--- src/cpr_pkg.sv ---
// cpr_pkg: shared types and constants of the crc checked packet receiver
// used by cpr_csr, cpr_crc_step and the top level
package cpr_pkg;

   localparam int HEADER_BYTES = 20;
   localparam int HDR_CNT_W    = 5;
   localparam int CSR_ADDR_W   = 4;

   localparam logic [31:0] CRC_POLY     = 32'hEDB8_8320;
   localparam logic [31:0] CRC_ALL_ONES = 32'hFFFF_FFFF;

   localparam logic [31:0] MAGIC_RESET   = 32'h474D_4945;
   localparam logic [15:0] LENGTH_RESET  = 16'd27648;
   localparam logic [15:0] TIMEOUT_RESET = 16'd15000;
   localparam logic [7:0]  CLASS_RESET   = 8'd1;

   typedef enum logic [2:0] {
      ST_OK           = 3'd0,
      ST_BAD_MAGIC    = 3'd1,
      ST_BAD_CLASS    = 3'd2,
      ST_BAD_LENGTH   = 3'd3,
      ST_TIMEOUT      = 3'd4,
      ST_CRC_MISMATCH = 3'd5
   } status_type;

   typedef enum logic [1:0] {
      REG_MAGIC   = 2'd0,
      REG_LENGTH  = 2'd1,
      REG_TIMEOUT = 2'd2,
      REG_CLASS   = 2'd3
   } reg_index_type;

   typedef struct packed {
      logic [31:0] packet_magic;
      logic [15:0] payload_length;
      logic [15:0] timeout_ticks;
      logic [7:0]  max_class;
   } cfg_type;

endpackage

--- src/cpr_if.sv ---
// cpr_if: valid/ready channel interfaces for request words and result words
// depends on nothing but the standard handshake
interface cpr_req_if;
   logic       valid;
   logic       ready;
   logic       action;
   logic [7:0] data_byte;

   modport source (output valid, output action, output data_byte, input ready);
   modport sink (input valid, input action, input data_byte, output ready);
endinterface

interface cpr_rsp_if;
   logic        valid;
   logic        ready;
   logic [2:0]  status;
   logic [31:0] image_id;
   logic [7:0]  expected_class;
   logic [31:0] header_value;
   logic [31:0] computed_crc;

   modport source (output valid, output status, output image_id, output expected_class,
                   output header_value, output computed_crc, input ready);
   modport sink (input valid, input status, input image_id, input expected_class,
                 input header_value, input computed_crc, output ready);
endinterface

--- src/cpr_csr.sv ---
// cpr_csr: apb-style configuration registers of the packet receiver
// depends on cpr_pkg for the register map and reset values
module cpr_csr (
   input  logic                          clock,
   input  logic                          reset,
   input  logic                          csr_psel,
   input  logic                          csr_penable,
   input  logic                          csr_pwrite,
   input  logic [cpr_pkg::CSR_ADDR_W-1:0] csr_paddr,
   input  logic [31:0]                   csr_pwdata,
   output logic [31:0]                   csr_prdata,
   output logic                          csr_pready,
   output cpr_pkg::cfg_type              cfg
);

   cpr_pkg::cfg_type      cfg_ff, cfg_in;
   cpr_pkg::reg_index_type idx;
   logic                  wr_en;

   assign idx        = cpr_pkg::reg_index_type'(csr_paddr[3:2]);
   assign wr_en      = csr_psel & csr_penable & csr_pwrite;
   assign csr_pready = 1'b1;
   assign cfg        = cfg_ff;

   always_comb begin
      cfg_in = cfg_ff;
      if (wr_en) begin
         unique case (idx)
            cpr_pkg::REG_MAGIC:   cfg_in.packet_magic   = csr_pwdata;
            cpr_pkg::REG_LENGTH:  cfg_in.payload_length = csr_pwdata[15:0];
            cpr_pkg::REG_TIMEOUT: cfg_in.timeout_ticks  = csr_pwdata[15:0];
            cpr_pkg::REG_CLASS:   cfg_in.max_class      = csr_pwdata[7:0];
            default:              cfg_in = cfg_ff;
         endcase
      end
   end

   always_comb begin
      unique case (idx)
         cpr_pkg::REG_MAGIC:   csr_prdata = cfg_ff.packet_magic;
         cpr_pkg::REG_LENGTH:  csr_prdata = {16'd0, cfg_ff.payload_length};
         cpr_pkg::REG_TIMEOUT: csr_prdata = {16'd0, cfg_ff.timeout_ticks};
         cpr_pkg::REG_CLASS:   csr_prdata = {24'd0, cfg_ff.max_class};
         default:              csr_prdata = 32'd0;
      endcase
   end

   always_ff @(posedge clock) begin
      if (reset) begin
         cfg_ff.packet_magic   <= cpr_pkg::MAGIC_RESET;
         cfg_ff.payload_length <= cpr_pkg::LENGTH_RESET;
         cfg_ff.timeout_ticks  <= cpr_pkg::TIMEOUT_RESET;
         cfg_ff.max_class      <= cpr_pkg::CLASS_RESET;
      end else begin
         cfg_ff <= cfg_in;
      end
   end

endmodule

--- src/cpr_crc_step.sv ---
// cpr_crc_step: one byte of reflected crc-32 update
// depends on cpr_pkg for the polynomial
module cpr_crc_step (
   input  logic [31:0] crc_in,
   input  logic [7:0]  data,
   output logic [31:0] crc_out
);

   always_comb begin
      logic [31:0] c;
      c = crc_in ^ {24'd0, data};
      for (int k = 0; k < 8; k++) begin
         c = (c >> 1) ^ (c[0] ? cpr_pkg::CRC_POLY : 32'd0);
      end
      crc_out = c;
   end

endmodule

--- src/crc_checked_packet_receiver.sv ---
// Receiver for framed packets with a crc-32 check. Each request word is either a received
// byte or one time tick. A 20-byte little-endian header (magic, image id, class byte, three
// spare bytes, payload length, payload crc) is collected and checked against the
// configuration registers; a bad header gives one result and the next bytes start a new
// header. Payload bytes run through a reflected crc-32, ticks without a byte count toward
// the payload timeout. One result word leaves per finished packet. Each request word lands
// in an input register and the byte crc update and header checks sit between that
// register and the result register, so a word can be taken every cycle while the result
// is drained. Depends on cpr_pkg, cpr_if, cpr_csr and cpr_crc_step.
module crc_checked_packet_receiver (
   input  logic                           clock,
   input  logic                           reset,
   cpr_req_if.sink                        req_chan,
   cpr_rsp_if.source                      rsp_chan,
   input  logic                           csr_psel,
   input  logic                           csr_penable,
   input  logic                           csr_pwrite,
   input  logic [cpr_pkg::CSR_ADDR_W-1:0] csr_paddr,
   input  logic [31:0]                    csr_pwdata,
   output logic [31:0]                    csr_prdata,
   output logic                           csr_pready
);

   typedef enum logic [1:0] {
      PH_HEADER  = 2'b01,
      PH_PAYLOAD = 2'b10
   } phase_type;

   localparam logic [cpr_pkg::HDR_CNT_W-1:0] LAST_IDX =
      cpr_pkg::HDR_CNT_W'(cpr_pkg::HEADER_BYTES - 1);

   cpr_pkg::cfg_type cfg;

   // input register
   logic       in_valid_ff, in_valid_in;
   logic       in_action_ff;
   logic [7:0] in_byte_ff;

   // packet state
   phase_type                      phase_ff, phase_in;
   logic [cpr_pkg::HDR_CNT_W-1:0]  hdr_cnt_ff, hdr_cnt_in;
   logic [31:0]                    got_magic_ff, got_magic_in;
   logic [31:0]                    got_id_ff, got_id_in;
   logic [7:0]                     got_class_ff, got_class_in;
   logic [31:0]                    got_length_ff, got_length_in;
   logic [31:0]                    got_crc_ff, got_crc_in;
   logic [15:0]                    pay_cnt_ff, pay_cnt_in;
   logic [31:0]                    run_crc_ff, run_crc_in;
   logic [15:0]                    idle_ff, idle_in;

   // result register
   logic                 rsp_valid_ff, rsp_valid_in;
   cpr_pkg::status_type  rsp_status_ff;
   logic [31:0]          rsp_id_ff;
   logic [7:0]           rsp_class_ff;
   logic [31:0]          rsp_hval_ff;
   logic [31:0]          rsp_crc_ff;

   logic                adv;
   logic                emit;
   cpr_pkg::status_type emit_status;
   logic [31:0]         emit_hval;
   logic [31:0]         emit_crc;
   logic [31:0]         crc_next;
   logic [31:0]         crc_full;
   logic [31:0]         fin;
   logic [16:0]         idle_next;
   logic [16:0]         cnt_next;

   cpr_csr u_csr (
      .clock       (clock),
      .reset       (reset),
      .csr_psel    (csr_psel),
      .csr_penable (csr_penable),
      .csr_pwrite  (csr_pwrite),
      .csr_paddr   (csr_paddr),
      .csr_pwdata  (csr_pwdata),
      .csr_prdata  (csr_prdata),
      .csr_pready  (csr_pready),
      .cfg         (cfg)
   );

   cpr_crc_step u_crc (
      .crc_in  (run_crc_ff),
      .data    (in_byte_ff),
      .crc_out (crc_next)
   );

   function automatic logic [31:0] put_byte(input logic [31:0] w, input logic [1:0] pos,
                                            input logic [7:0] b);
      logic [31:0] r;
      r = w;
      r[pos*8 +: 8] = b;
      return r;
   endfunction

   assign adv          = in_valid_ff & (~rsp_valid_ff | rsp_chan.ready);
   assign req_chan.ready = ~in_valid_ff | adv;
   assign in_valid_in  = req_chan.valid | (in_valid_ff & ~adv);
   assign rsp_valid_in = (rsp_valid_ff & ~rsp_chan.ready) | (adv & emit);

   assign crc_full  = {in_byte_ff, got_crc_ff[23:0]};
   assign fin       = ~crc_next;
   assign idle_next = {1'b0, idle_ff} + 17'd1;
   assign cnt_next  = {1'b0, pay_cnt_ff} + 17'd1;

   always_comb begin
      phase_in      = phase_ff;
      hdr_cnt_in    = hdr_cnt_ff;
      got_magic_in  = got_magic_ff;
      got_id_in     = got_id_ff;
      got_class_in  = got_class_ff;
      got_length_in = got_length_ff;
      got_crc_in    = got_crc_ff;
      pay_cnt_in    = pay_cnt_ff;
      run_crc_in    = run_crc_ff;
      idle_in       = idle_ff;
      emit          = 1'b0;
      emit_status   = cpr_pkg::ST_OK;
      emit_hval     = got_crc_ff;
      emit_crc      = 32'd0;

      unique case (phase_ff)
         PH_HEADER: begin
            if (!in_action_ff) begin
               case (hdr_cnt_ff) inside
                  [5'd0:5'd3]:   got_magic_in  = put_byte(got_magic_ff, hdr_cnt_ff[1:0],
                                                          in_byte_ff);
                  [5'd4:5'd7]:   got_id_in     = put_byte(got_id_ff, hdr_cnt_ff[1:0],
                                                          in_byte_ff);
                  5'd8:          got_class_in  = in_byte_ff;
                  [5'd9:5'd11]:  got_class_in  = got_class_ff;
                  [5'd12:5'd15]: got_length_in = put_byte(got_length_ff, hdr_cnt_ff[1:0],
                                                          in_byte_ff);
                  default:       got_crc_in    = put_byte(got_crc_ff, hdr_cnt_ff[1:0],
                                                          in_byte_ff);
               endcase
               if (hdr_cnt_ff != LAST_IDX) begin
                  hdr_cnt_in = hdr_cnt_ff + 1'b1;
               end else begin
                  hdr_cnt_in = '0;
                  emit_hval  = crc_full;
                  if (got_magic_ff != cfg.packet_magic) begin
                     emit        = 1'b1;
                     emit_status = cpr_pkg::ST_BAD_MAGIC;
                     emit_hval   = got_magic_ff;
                  end else if (got_class_ff > cfg.max_class) begin
                     emit        = 1'b1;
                     emit_status = cpr_pkg::ST_BAD_CLASS;
                  end else if (got_length_ff != {16'd0, cfg.payload_length}) begin
                     emit        = 1'b1;
                     emit_status = cpr_pkg::ST_BAD_LENGTH;
                  end else begin
                     run_crc_in = cpr_pkg::CRC_ALL_ONES;
                     pay_cnt_in = '0;
                     idle_in    = '0;
                     if (cfg.payload_length == 16'd0) begin
                        // empty payload: final crc is zero
                        emit        = 1'b1;
                        emit_status = (crc_full == 32'd0) ? cpr_pkg::ST_OK
                                                          : cpr_pkg::ST_CRC_MISMATCH;
                     end else begin
                        phase_in = PH_PAYLOAD;
                     end
                  end
               end
            end
         end
         PH_PAYLOAD: begin
            if (in_action_ff) begin
               if (idle_next > {1'b0, cfg.timeout_ticks}) begin
                  emit        = 1'b1;
                  emit_status = cpr_pkg::ST_TIMEOUT;
               end else begin
                  idle_in = idle_next[15:0];
               end
            end else begin
               run_crc_in = crc_next;
               idle_in    = '0;
               if (cnt_next >= {1'b0, cfg.payload_length}) begin
                  pay_cnt_in  = '0;
                  emit        = 1'b1;
                  emit_crc    = fin;
                  emit_status = (fin == got_crc_ff) ? cpr_pkg::ST_OK
                                                    : cpr_pkg::ST_CRC_MISMATCH;
               end else begin
                  pay_cnt_in = cnt_next[15:0];
               end
            end
         end
         default: phase_in = PH_HEADER;
      endcase

      if (emit) begin
         phase_in   = PH_HEADER;
         hdr_cnt_in = '0;
      end
   end

   always_ff @(posedge clock) begin
      if (reset) begin
         in_valid_ff   <= 1'b0;
         rsp_valid_ff  <= 1'b0;
         phase_ff      <= PH_HEADER;
         hdr_cnt_ff    <= '0;
         got_magic_ff  <= '0;
         got_id_ff     <= '0;
         got_class_ff  <= '0;
         got_length_ff <= '0;
         got_crc_ff    <= '0;
         pay_cnt_ff    <= '0;
         run_crc_ff    <= cpr_pkg::CRC_ALL_ONES;
         idle_ff       <= '0;
      end else begin
         in_valid_ff  <= in_valid_in;
         rsp_valid_ff <= rsp_valid_in;
         if (adv) begin
            phase_ff      <= phase_in;
            hdr_cnt_ff    <= hdr_cnt_in;
            got_magic_ff  <= got_magic_in;
            got_id_ff     <= got_id_in;
            got_class_ff  <= got_class_in;
            got_length_ff <= got_length_in;
            got_crc_ff    <= got_crc_in;
            pay_cnt_ff    <= pay_cnt_in;
            run_crc_ff    <= run_crc_in;
            idle_ff       <= idle_in;
         end
      end
   end

   always_ff @(posedge clock) begin
      if (req_chan.valid && req_chan.ready) begin
         in_action_ff <= req_chan.action;
         in_byte_ff   <= req_chan.data_byte;
      end
      if (adv && emit) begin
         rsp_status_ff <= emit_status;
         rsp_id_ff     <= got_id_ff;
         rsp_class_ff  <= got_class_ff;
         rsp_hval_ff   <= emit_hval;
         rsp_crc_ff    <= emit_crc;
      end
   end

   assign rsp_chan.valid          = rsp_valid_ff;
   assign rsp_chan.status         = rsp_status_ff;
   assign rsp_chan.image_id       = rsp_id_ff;
   assign rsp_chan.expected_class = rsp_class_ff;
   assign rsp_chan.header_value   = rsp_hval_ff;
   assign rsp_chan.computed_crc   = rsp_crc_ff;

endmodule
--- src/flat_wrapper.sv ---
// flat-port wrapper written by rule: the top's interface ports become plain ports
module crc_checked_packet_receiver_flat 
  (clock, reset, csr_psel, csr_penable, csr_pwrite, csr_paddr, csr_pwdata, csr_prdata, csr_pready, req_chan_valid, req_chan_action, req_chan_data_byte, req_chan_ready, rsp_chan_valid, rsp_chan_status, rsp_chan_image_id, rsp_chan_expected_class, rsp_chan_header_value, rsp_chan_computed_crc, rsp_chan_ready);
  cpr_req_if req_chan_i ();
  cpr_rsp_if rsp_chan_i ();
  input  logic clock;
  input  logic reset;
  input  logic csr_psel;
  input  logic csr_penable;
  input  logic csr_pwrite;
  input  logic [cpr_pkg::CSR_ADDR_W-1:0] csr_paddr;
  input  logic [31:0] csr_pwdata;
  output logic [31:0] csr_prdata;
  output logic csr_pready;
  input wire logic [$bits(req_chan_i.valid)-1:0] req_chan_valid;
  input wire logic [$bits(req_chan_i.action)-1:0] req_chan_action;
  input wire logic [$bits(req_chan_i.data_byte)-1:0] req_chan_data_byte;
  output wire logic [$bits(req_chan_i.ready)-1:0] req_chan_ready;
  output wire logic [$bits(rsp_chan_i.valid)-1:0] rsp_chan_valid;
  output wire logic [$bits(rsp_chan_i.status)-1:0] rsp_chan_status;
  output wire logic [$bits(rsp_chan_i.image_id)-1:0] rsp_chan_image_id;
  output wire logic [$bits(rsp_chan_i.expected_class)-1:0] rsp_chan_expected_class;
  output wire logic [$bits(rsp_chan_i.header_value)-1:0] rsp_chan_header_value;
  output wire logic [$bits(rsp_chan_i.computed_crc)-1:0] rsp_chan_computed_crc;
  input wire logic [$bits(rsp_chan_i.ready)-1:0] rsp_chan_ready;
  assign req_chan_i.valid = req_chan_valid;
  assign req_chan_i.action = req_chan_action;
  assign req_chan_i.data_byte = req_chan_data_byte;
  assign req_chan_ready = req_chan_i.ready;
  assign rsp_chan_valid = rsp_chan_i.valid;
  assign rsp_chan_status = rsp_chan_i.status;
  assign rsp_chan_image_id = rsp_chan_i.image_id;
  assign rsp_chan_expected_class = rsp_chan_i.expected_class;
  assign rsp_chan_header_value = rsp_chan_i.header_value;
  assign rsp_chan_computed_crc = rsp_chan_i.computed_crc;
  assign rsp_chan_i.ready = rsp_chan_ready;
  crc_checked_packet_receiver u_core (.clock(clock), .reset(reset), .req_chan(req_chan_i), .rsp_chan(rsp_chan_i), .csr_psel(csr_psel), .csr_penable(csr_penable), .csr_pwrite(csr_pwrite), .csr_paddr(csr_paddr), .csr_pwdata(csr_pwdata), .csr_prdata(csr_prdata), .csr_pready(csr_pready));
endmodule
--- config.mk ---
export PLATFORM = sky130hd
export DESIGN_NAME = crc_checked_packet_receiver_flat
export DESIGN_NICKNAME = d
export VERILOG_FILES = /design/src/cpr_pkg.sv /design/src/cpr_if.sv /design/src/cpr_csr.sv /design/src/cpr_crc_step.sv /design/src/crc_checked_packet_receiver.sv /design/src/flat_wrapper.sv
export SDC_FILE = /design/constraint.sdc
export NUM_CORES = 1
export LEC_CHECK = 0
export ABC_AREA = 1
export BUFFER_PORTS_ARGS = -buffer_cell sky130_fd_sc_hd__buf_4
export CORE_MARGIN = 4
export CORE_UTILIZATION = 55
export DETAILED_ROUTE_END_ITERATION = 8
export GPL_TIMING_DRIVEN = 0
export PLACE_DENSITY = 0.82
export SLEW_MARGIN = 20
export SYNTH_ARGS = -nofsm -noshare
export SYNTH_HDL_FRONTEND = slang
export SYNTH_SLANG_ARGS = --single-unit
--- constraint.sdc ---
create_clock -name clock -period 8.9 [get_ports clock]
set_input_delay 1.78 -clock clock [delete_from_list [all_inputs] [get_ports clock]]
set_output_delay 1.78 -clock clock [all_outputs]
set_load 0.01 [all_outputs]
==> impl_summary.md, run 1 <==
Global routing
For met3 alone, demand over resource in global routing was 6.01%. Summed over all layers, the global routing overflow is 0. For met2 alone, demand over resource in global routing was a little under three fifths. The pin count of the biggest net entering global routing is a little under 90.

The wire length of the first global-routing pass is between 100 and 150 mm. The initial antenna violation count is 4. For this run, global-route usage on met1 was measured as between 40 and 50%. The global router's overall resource usage is 34.5%.

The via count of the first global-routing pass is about 18000. The busiest metal layer after global routing is met2.

Place
At the end of routability-driven placement, the weighted congestion stood at approximately 1.1. Once detailed placement completed, the half-perimeter wirelength came to ~53 mm. The number of I/O port buffers is 189.

Synth
Yosys printed 0 warnings. The top cell type by area accounts for 28.9% of the synthesized area. The total of flip-flops plus latches after synthesis is between 300 and 400. The count of different cell masters after synthesis is 45. The number of nets in the synthesized netlist is 2646. The cell taking the most area after synthesis is sky130_fd_sc_hd__dfxtp_1.

By area the synthesized netlist is led by sky130_fd_sc_hd__dfxtp_1, sky130_fd_sc_hd__edfxtp_1, sky130_fd_sc_hd__nand2_1. Among all flip-flop cells after synthesis, the most frequent one is sky130_fd_sc_hd__dfxtp_1. The cell area that synthesis handed to floorplanning was ~0.019 sq mm. The share of the Yosys chip area taken by registers is between 40% and 50%. After synthesis, the mean cell area works out to around 7.6 sq um. The share of flip-flops with an asynchronous set or reset after synthesis is 0%. The synthesized instance count is about 2500.

The number of flops mapped to enable cells by yosys is between 100 and 150.

CTS
In this run the deepest clock path goes through 3 buffers. The buffers inserted during post-CTS setup optimization is 0. Clock tree synthesis found a total of 397 sinks. The clock network latency to the later pin of the worst-skew pair is roughly 0.57 ns. The total CTS buffers is between 40 and 50. The clock-pin transition on the worst setup and hold timing paths is 0.05 ns. The TritonCTS clock tree is done. The total of hold buffers inserted after clock tree synthesis is 0.

The number of gates resized after CTS was 0. The H-tree was split into 2 levels. The cell at the root of the clock tree is sky130_fd_sc_hd__clkbuf_16.

Layout
The ratio of cells with drive above 1 in the final layout is between 10% and 20%. The number of antenna diodes in the final layout is 0. In the final layout, flip-flops and latches occupy around 0.0091 sq mm. The filler cells instantiated in the layout total around 3000.

The final-stage net count is 2880. The register with the most flip-flops in the layout has between 70 and 80 of them. From synthesis to final layout, the design area changed by 17.5%. The area occupied by multi-input gates is just under 0.009 sq mm.

STA
Counting I/O delays and the setup requirement, the final critical path takes 4.92 ns. The number of setup violations in the final report is 0. For the final routed database, the setup TNS stands at 0 ns. The final critical-path share of the clock period is between 50% and 60%. The number of failing hold endpoints at the final stage is 0. Setup repair after global routing left no endpoint under its margin. Timing would allow up to between 0.2 and 0.25 GHz. On the final layout, the worst hold slack is between 0.4 and 0.5 ns. The total count of max-transition violations in the final report is 0. The headroom to the max-slew limit is between 20 and 25%. The transition at the pin with the smallest max-transition slack is between 1 and 1.5 ns. The maximum clock skew at final layout is around 0.027 ns.

Critical path
By startpoint and endpoint, the worst setup path is classified as input port to output port. The type of element capturing the critical path is an output port. STA classifies the critical path startpoint as an input port.

The data required time at the worst endpoint is between 7 and 8 ns. The critical-path maximum fanout is 10. Data on the critical path arrives at its endpoint at 3.14 ns.

Pwr
Across the VDD grid, the largest voltage drop is between 0.15 and 0.2 mV. Dividing total power by cell area gives a power density of between 150 and 200 mW/mm^2. The analysis attributes to cell leakage a power of slightly below 10 nW.

Floorplan
The placeable core area is approximately 0.035 sq mm. The die footprint is ~0.038 sq mm. The number of placement rows is between 60 and 70. The floorplan step set the die height to 196 um. The initial cell density of the core is between 50% and 60%. The horizontal die dimension is around 200 um.

The count of pins on the block boundary is 194.

Job
The max-cap check violation count is 0.

Detailed routing
The routed layout has 19100 vias. The number of nets with antenna violations after detailed routing is 0. The total wire length after detailed routing is 68.7 mm. For this run, design rule violations remaining after detail routing come to 0. The first-iteration detailed-routing DRC count is between 2000 and 2500.

Using the TritonRoute via totals, the vias-per-cell ratio works out to ~5.8. The detail-routed net length per standard cell is 21.0 um. The number of search-and-repair iterations in the first detailed-routing pass is 6.

Min path
The class of the tightest hold or removal check is register to register.

Outcome
The run finished with clean final reports.
-- cell type report --
class	count	area share (%)
Buffer	102	2.17
Multi-Input combinational cell	1777	38.6
Tap cell	455	2.49
Clock inverter	21	0.992
Sequential cell	397	39.9
Timing Repair Buffer	190	6.33
Inverter	268	4.43
Clock buffer	56	5.06
-- worst max-delay path, cell delays in order --
cell	delay, ns
sky130_fd_sc_hd__buf_4	0.13
sky130_fd_sc_hd__nor2_1	0.22
sky130_fd_sc_hd__inv_1	0.12
sky130_fd_sc_hd__clkbuf_1	0.35
sky130_fd_sc_hd__o221ai_1	0.35
sky130_fd_sc_hd__buf_4	0.18
-- metal layers --
metal  wire, um  vias up
met2      31300     1040
met1      27700     8950
met5         53        -
met4       3110        8
li1           -     8874
met3       6540      229
-- cells by family (layout without fill, tap and decap cells) --
kind of cell	after synthesis	after routing	synth area share (%)
flops	397	397	46.9
buf+inv	370	637	7.73
simple gates	1177	1177	25.4
other cells	1	1	0.0193
fa+ha+maj	50	50	3.22
xor+xnor	80	80	3.60
compound gates	469	469	13.2
-- through the flow --
step | worst slack [ns] | total power [mW] | instances | cell area [sq um] | utilization [%]
2_1_floorplan | 3.81 | 2.14 | 2544 | 19400 | -
3_3_place_gp | 2.20 | 2.29 | 3188 | 21400 | 61.7
3_5_place_dp | 4.03 | 2.30 | 3189 | 21500 | 61.8
4_1_cts | 4.02 | 4.03 | 3266 | 22800 | 65.8
5_1_grt | 3.91 | 4.16 | 3266 | 22800 | 65.8
6_report | 3.98 | 4.04 | 3266 | 22800 | 65.8
-- worst paths after layout --
check	startpoint	endpoint	slack, ns	depth (start not counted)
worst max-delay path	csr_paddr[3]	csr_prdata[13]	3.98	6
worst min-delay path	u_core.got_id_ff[21]	u_core.rsp_chan.image_id[21]	0.44	0
worst max register to register	u_core.idle_ff[0]	u_core.rsp_chan.computed_crc[9]	4.31	19
worst min register to register	u_core.got_id_ff[21]	u_core.rsp_chan.image_id[21]	0.44	0
-- where the power goes --
part	switching, mW	internal [mW]	total (mW)
Clock	0.756	1.01	1.77
Combinational	0.287	0.105	0.392
Sequential	0.0188	1.87	1.88
-- Yosys cell counts, types with 2 or more instances --
master,n
sky130_fd_sc_hd__o221ai_1,16
sky130_fd_sc_hd__edfxtp_1,116
sky130_fd_sc_hd__o21ai_0,147
sky130_fd_sc_hd__nor4_2,2
sky130_fd_sc_hd__a21o_1,3
sky130_fd_sc_hd__nor2_1,182
sky130_fd_sc_hd__nor2_4,3
sky130_fd_sc_hd__nand3b_1,3
sky130_fd_sc_hd__o21ai_1,7
sky130_fd_sc_hd__buf_4,8
sky130_fd_sc_hd__dfxtp_1,281
sky130_fd_sc_hd__inv_2,13
sky130_fd_sc_hd__clkbuf_1,68
sky130_fd_sc_hd__a21oi_1,231
sky130_fd_sc_hd__buf_6,8
sky130_fd_sc_hd__nand3_2,3
sky130_fd_sc_hd__xnor2_1,19
sky130_fd_sc_hd__buf_2,18
sky130_fd_sc_hd__o211ai_1,25
sky130_fd_sc_hd__nor4_1,12
sky130_fd_sc_hd__nand2_1,720
sky130_fd_sc_hd__ha_1,50
sky130_fd_sc_hd__or2_2,4
sky130_fd_sc_hd__nand2_2,10
sky130_fd_sc_hd__nor3_1,25
sky130_fd_sc_hd__o22ai_1,28
sky130_fd_sc_hd__nand3_1,174
sky130_fd_sc_hd__nand4_1,27
sky130_fd_sc_hd__o2111ai_1,8
sky130_fd_sc_hd__inv_1,254
sky130_fd_sc_hd__xor2_1,61
sky130_fd_sc_hd__nor2_2,5
-- placed cells by master (no fill, tap or decap), types with 8 or more instances in the layout --
cell	Yosys	final
sky130_fd_sc_hd__nand2_1	720	720
sky130_fd_sc_hd__dfxtp_1	281	281
sky130_fd_sc_hd__inv_1	254	253
sky130_fd_sc_hd__a21oi_1	231	231
sky130_fd_sc_hd__buf_4	8	197
sky130_fd_sc_hd__nor2_1	182	182
sky130_fd_sc_hd__nand3_1	174	174
sky130_fd_sc_hd__o21ai_0	147	147
sky130_fd_sc_hd__edfxtp_1	116	116
sky130_fd_sc_hd__clkbuf_1	68	78
sky130_fd_sc_hd__xor2_1	61	61
sky130_fd_sc_hd__ha_1	50	50
sky130_fd_sc_hd__clkbuf_16	0	43
sky130_fd_sc_hd__o22ai_1	28	28
sky130_fd_sc_hd__nand4_1	27	27
sky130_fd_sc_hd__nor3_1	25	25
sky130_fd_sc_hd__o211ai_1	25	25
sky130_fd_sc_hd__xnor2_1	19	19
sky130_fd_sc_hd__buf_2	18	18
sky130_fd_sc_hd__o221ai_1	16	16
sky130_fd_sc_hd__inv_2	13	13
sky130_fd_sc_hd__nor4_1	12	12
sky130_fd_sc_hd__nand2_2	10	10
sky130_fd_sc_hd__o2111ai_1	8	8
sky130_fd_sc_hd__buf_6	8	8
Note: power is estimated with default switching activity, not from simulation.
==> inputs of run 2 (changes only) <==
--- a/config.mk
+++ b/config.mk
@@ -5,7 +5,7 @@
 export SDC_FILE = /design/constraint.sdc
 export NUM_CORES = 1
 export LEC_CHECK = 0
-export ABC_AREA = 1
+export ABC_AREA = 0
 export BUFFER_PORTS_ARGS = -buffer_cell sky130_fd_sc_hd__buf_4
 export CORE_MARGIN = 4
 export CORE_UTILIZATION = 55
==> constraint.sdc (replaced) <==
create_clock -name clock -period 5.05 [get_ports clock]
set_input_delay 1.01 -clock clock [delete_from_list [all_inputs] [get_ports clock]]
set_output_delay 1.01 -clock clock [all_outputs]
set_load 0.01 [all_outputs]
==> impl_summary.md, run 2 <==
Critical path
At the worst endpoint, the required time is between 5 and 6 ns. The type of the worst setup path is register to register. The worst setup path is captured at a register. The worst setup path is launched from a register. Among the stages of the critical path, the cell type that occurs most often is sky130_fd_sc_hd__ha_1. The worst register-to-register path ends at u_core.hdr_cnt_ff[3]. Traced cell by cell, the critical path runs through ha_1, nand3_1, nor2_1, and4_1, nor2b_1, or2_2, ha_1, a211oi_1, o21bai_1, or4_1, o21ai_1, a21o_1, o211a_1, clkbuf_1, o211ai_1, a31oi_1. The worst register-to-register path begins at u_core.pay_cnt_ff[0]. Data arrives at the worst endpoint at 5.08 ns.

Across all register-to-register paths, the minimum setup slack is ~0.43 ns. The highest cell delay on the worst timing path is 0.47 ns. The worst register-to-register path has a depth of 16.

The slowest stage of the critical path is the sky130_fd_sc_hd__or4_1 cell. In this run the worst path has a maximum fanout of 10.

Outcome
The flow ran to the end, and the final reports show no timing, DRC or antenna violations.

Place
The HPWL after detailed placement is about 45 mm. Routability-driven placement finished with a final weighted congestion of a little under 1. The number of I/O port buffers is ~190. At the placement stage, the worst setup path has a slack of about 0.28 ns.

Floorplan
In this run the standard cell core region covers roughly 0.034 sq mm. In this run the core area contains 67 standard-cell rows. The height of the die is 194 um. The horizontal die dimension is roughly 190 um. Once the floorplan was initialized, standard cells occupied a little under three fifths of the core. The floorplan step defined a die boundary enclosing 0.0377 sq mm. The count of pins on the block boundary is 194.

CTS
The H-tree was split into 2 levels. TritonCTS built the clock tree. The buffers inserted during post-CTS setup optimization is 0. The number of clock sinks seen by CTS is ~400. The cell sitting at the root of the clock tree is a sky130_fd_sc_hd__clkbuf_16. Clock-pin slew was measured on the worst setup and hold paths at around 0.060 ns. The clock network latency to the later pin of the worst-skew pair is about 0.56 ns. The total CTS buffers is 41. In this run the deepest clock path goes through 3 buffers.

Synth
The post-synthesis mux area share is 6.15%. The count of different cell masters after synthesis is between 60 and 70. After synthesis, the largest area contributor takes up 29.5% of total cell area. The Yosys step of the flow raised 0 warnings. By count the netlist is led by sky130_fd_sc_hd__dfxtp_1, sky130_fd_sc_hd__nand2_1, sky130_fd_sc_hd__nor2_1. In this run, synthesis inferred between 100 and 150 flip-flops with an integrated enable.

The number of nets in the synthesized netlist is between 2000 and 2500. The biggest area contributor in the post-synthesis netlist is sky130_fd_sc_hd__dfxtp_1. The synthesized netlist devotes 11.8% of its cell area to compound gates. The portion of the post-synthesis area used by sequential elements is 47.8%. After synthesis, the mean cell area works out to 9.68 sq um. The synthesized design contains about 400 register bits.

The post-synthesis adder-cell area fraction is ~3.3%. Yosys attributes the largest share of cell area to sky130_fd_sc_hd__dfxtp_1, sky130_fd_sc_hd__edfxtp_1, sky130_fd_sc_hd__nand2_1. The most common flop cell mapped by yosys is sky130_fd_sc_hd__dfxtp_1. The cell with the most instances after synthesis is sky130_fd_sc_hd__dfxtp_1.

The share of flip-flops with an asynchronous set or reset after synthesis is 0%. The simple-gate area share of the yosys netlist is about 17%. Counting every instance in the synthesized netlist gives between 1500 and 2000. The share of the synthesized netlist area taken by xor and xnor gates is roughly a tenth. The mapped netlist covers around 0.019 sq mm.

The largest family of logic cells by synthesized area is simple AND/OR/NAND/NOR gates.

Layout
The number of flip-flops in the largest register is 72. Leaving out fill and tap cells, the most frequent cells in the layout are sky130_fd_sc_hd__dfxtp_1, sky130_fd_sc_hd__nand2_1, sky130_fd_sc_hd__buf_4. The filler cells instantiated in the layout total around 2600. The final-stage net count is about 2300. The ratio of cells with drive above 1 in the final layout is between 10% and 20%.

Compared with the post-synthesis result, the final layout area differs by 18.0%. 0 antenna diodes ended up in the layout. Leaving out fill and tap cells, the most frequent cell in the layout is sky130_fd_sc_hd__dfxtp_1.

STA
Setup repair after global routing left no endpoint under its margin. The maximum clock frequency is roughly 0.22 GHz. The number of failing hold endpoints at the final stage is 0. The number of setup violations in the final report is 0.

Headroom to the max-slew limit came out at 26.6%. The maximum clock skew at final layout is between 0.015 and 0.02 ns. Adding up every negative setup slack in the final design gives 0 ns. The total count of max-transition violations in the final report is 0.

The final worst-path setup slack is 0.433 ns. The time the final worst path needs with I/O delays and setup is between 4 and 5 ns. The transition at the pin with the smallest max-transition slack is about 1.1 ns. The final critical-path share of the clock period is 91.4%.

Min path
The worst hold path stage count is 0. The launch instance of the worst min-delay path is u_core.got_id_ff[28]. The class of the tightest hold or removal check is register to register. For hold timing, the worst endpoint is u_core.rsp_chan.image_id[28].

Global routing
The initial antenna violation count is 0. The via count of the first global-routing pass is roughly 16000. For this run, the total global-route usage over all layers was measured as a little over 30%.

The pin count of the biggest net entering global routing is 33. For this run the aggregate overflow at the end of global routing stands at 0. The first global-routing pass estimated a little over 90 mm of wire.

Detailed routing
The number of DRC violations after detailed routing is 0. The number of nets with antenna violations after detailed routing is 0. Wires add up to around 60 mm.

The number of vias per cell is between 6 and 7. The number of search-and-repair iterations in the first detailed-routing pass is 7. For this block, the initial DRC count from the detailed router was slightly above 2000. The detail-routed net length per standard cell is about 22 um. Summing over every cut layer, the via total after detailed routing is about 17000.

Pwr
VDD sags by at most about 0.22 mV. The static leakage power is between 9 and 10 nW. The power density relative to cell area is ~310 mW/mm^2.

Job
The max-cap check violation count is 0.
## run 2: stage by stage
step | utilization (%) | power [mW] | hold WS, ns | instances | area, sq um
final | 66.4 | 7.02 | 0.423 | 2686 | 22500
after CTS | 66.4 | 7.01 | 0.429 | 2686 | 22500
after global routing | 66.4 | 7.19 | 0.442 | 2686 | 22500
after global placement | 62.2 | 3.99 | 0.415 | 2606 | 21000
after floorplan | - | 3.77 | 0.408 | 1969 | 19100
after detailed placement | 62.4 | 4.00 | 0.415 | 2610 | 21100
## run 2: final cells by class
| class | instances | area (sq um) | area share [%] |
|---|---|---|---|
| Sequential cell | 397 | 9110 | 40.5 |
| Buffer | 124 | 489 | 2.18 |
| Tap cell | 448 | 561 | 2.49 |
| Multi-Input combinational cell | 1395 | 9280 | 41.3 |
| Inverter | 53 | 199 | 0.884 |
| Clock inverter | 26 | 255 | 1.13 |
| Clock buffer | 50 | 1090 | 4.85 |
| Timing Repair Buffer | 193 | 1510 | 6.70 |
## run 2: cells by family after synthesis
family	count (synthesis)
AOI/OAI and AO/OA	368
xor gates and xnor gates	169
adders and majority gates	50
buffers and inverters	177
DFF	397
muxes	104
other	1
and+or+nand+nor	703
## run 2: worst max-delay path, delay by kind of cell, from the launching register on
| family | cells | cell delay, ns |
|---|---|---|
| flip-flops | 1 | 0.42 |
| adder cells (fa/ha/maj) | 2 | 0.51 |
| AO/OA/AOI/OAI | 7 | 1.74 |
| buffers and inverters | 1 | 0.38 |
| AND/OR/NAND/NOR | 6 | 1.48 |
## run 2: timing repair
| action | CTS | global route |
|---|---|---|
| gates resized for setup | 0 | 2 |
| endpoints found under the setup margin | 0 | 53 |
| hold endpoints to repair | 0 | 0 |
| hold buffers | 0 | 0 |
## run 2: layer usage
layer | GRT usage [%] | vias to the layer above | routed length, um
met5 | 0 | - | 0
met2 | 49.8 | 1021 | 28000
met1 | 39.7 | 7924 | 22800
met3 | 5.00 | 231 | 5960
li1 | - | 7351 | -
met4 | 15.6 | 0 | 3510
## run 2: how the worst max path moves through the flow
stage,start,endpoint,slack (ns),cells after the start
finish,u_core.pay_cnt_ff[0],u_core.hdr_cnt_ff[3],0.43,16
global route,u_core.pay_cnt_ff[0],u_core.hdr_cnt_ff[3],0.08,16
CTS,u_core.pay_cnt_ff[0],u_core.pay_cnt_ff[10],0.25,16
detailed placement,u_core.pay_cnt_ff[0],u_core.pay_cnt_ff[10],0.28,16
global placement,u_core.pay_cnt_ff[0],u_core.rsp_chan.image_id[28],-0.96,13
floorplan,u_core.idle_ff[0],u_core.rsp_chan.computed_crc[0],0.10,15
## run 2: report_power, final
group	switching (mW)	total [mW]	internal (mW)
sequential	0.0295	3.31	3.28
clock	1.31	3.06	1.76
combinational	0.393	0.642	0.249
total	1.73	7.02	5.29
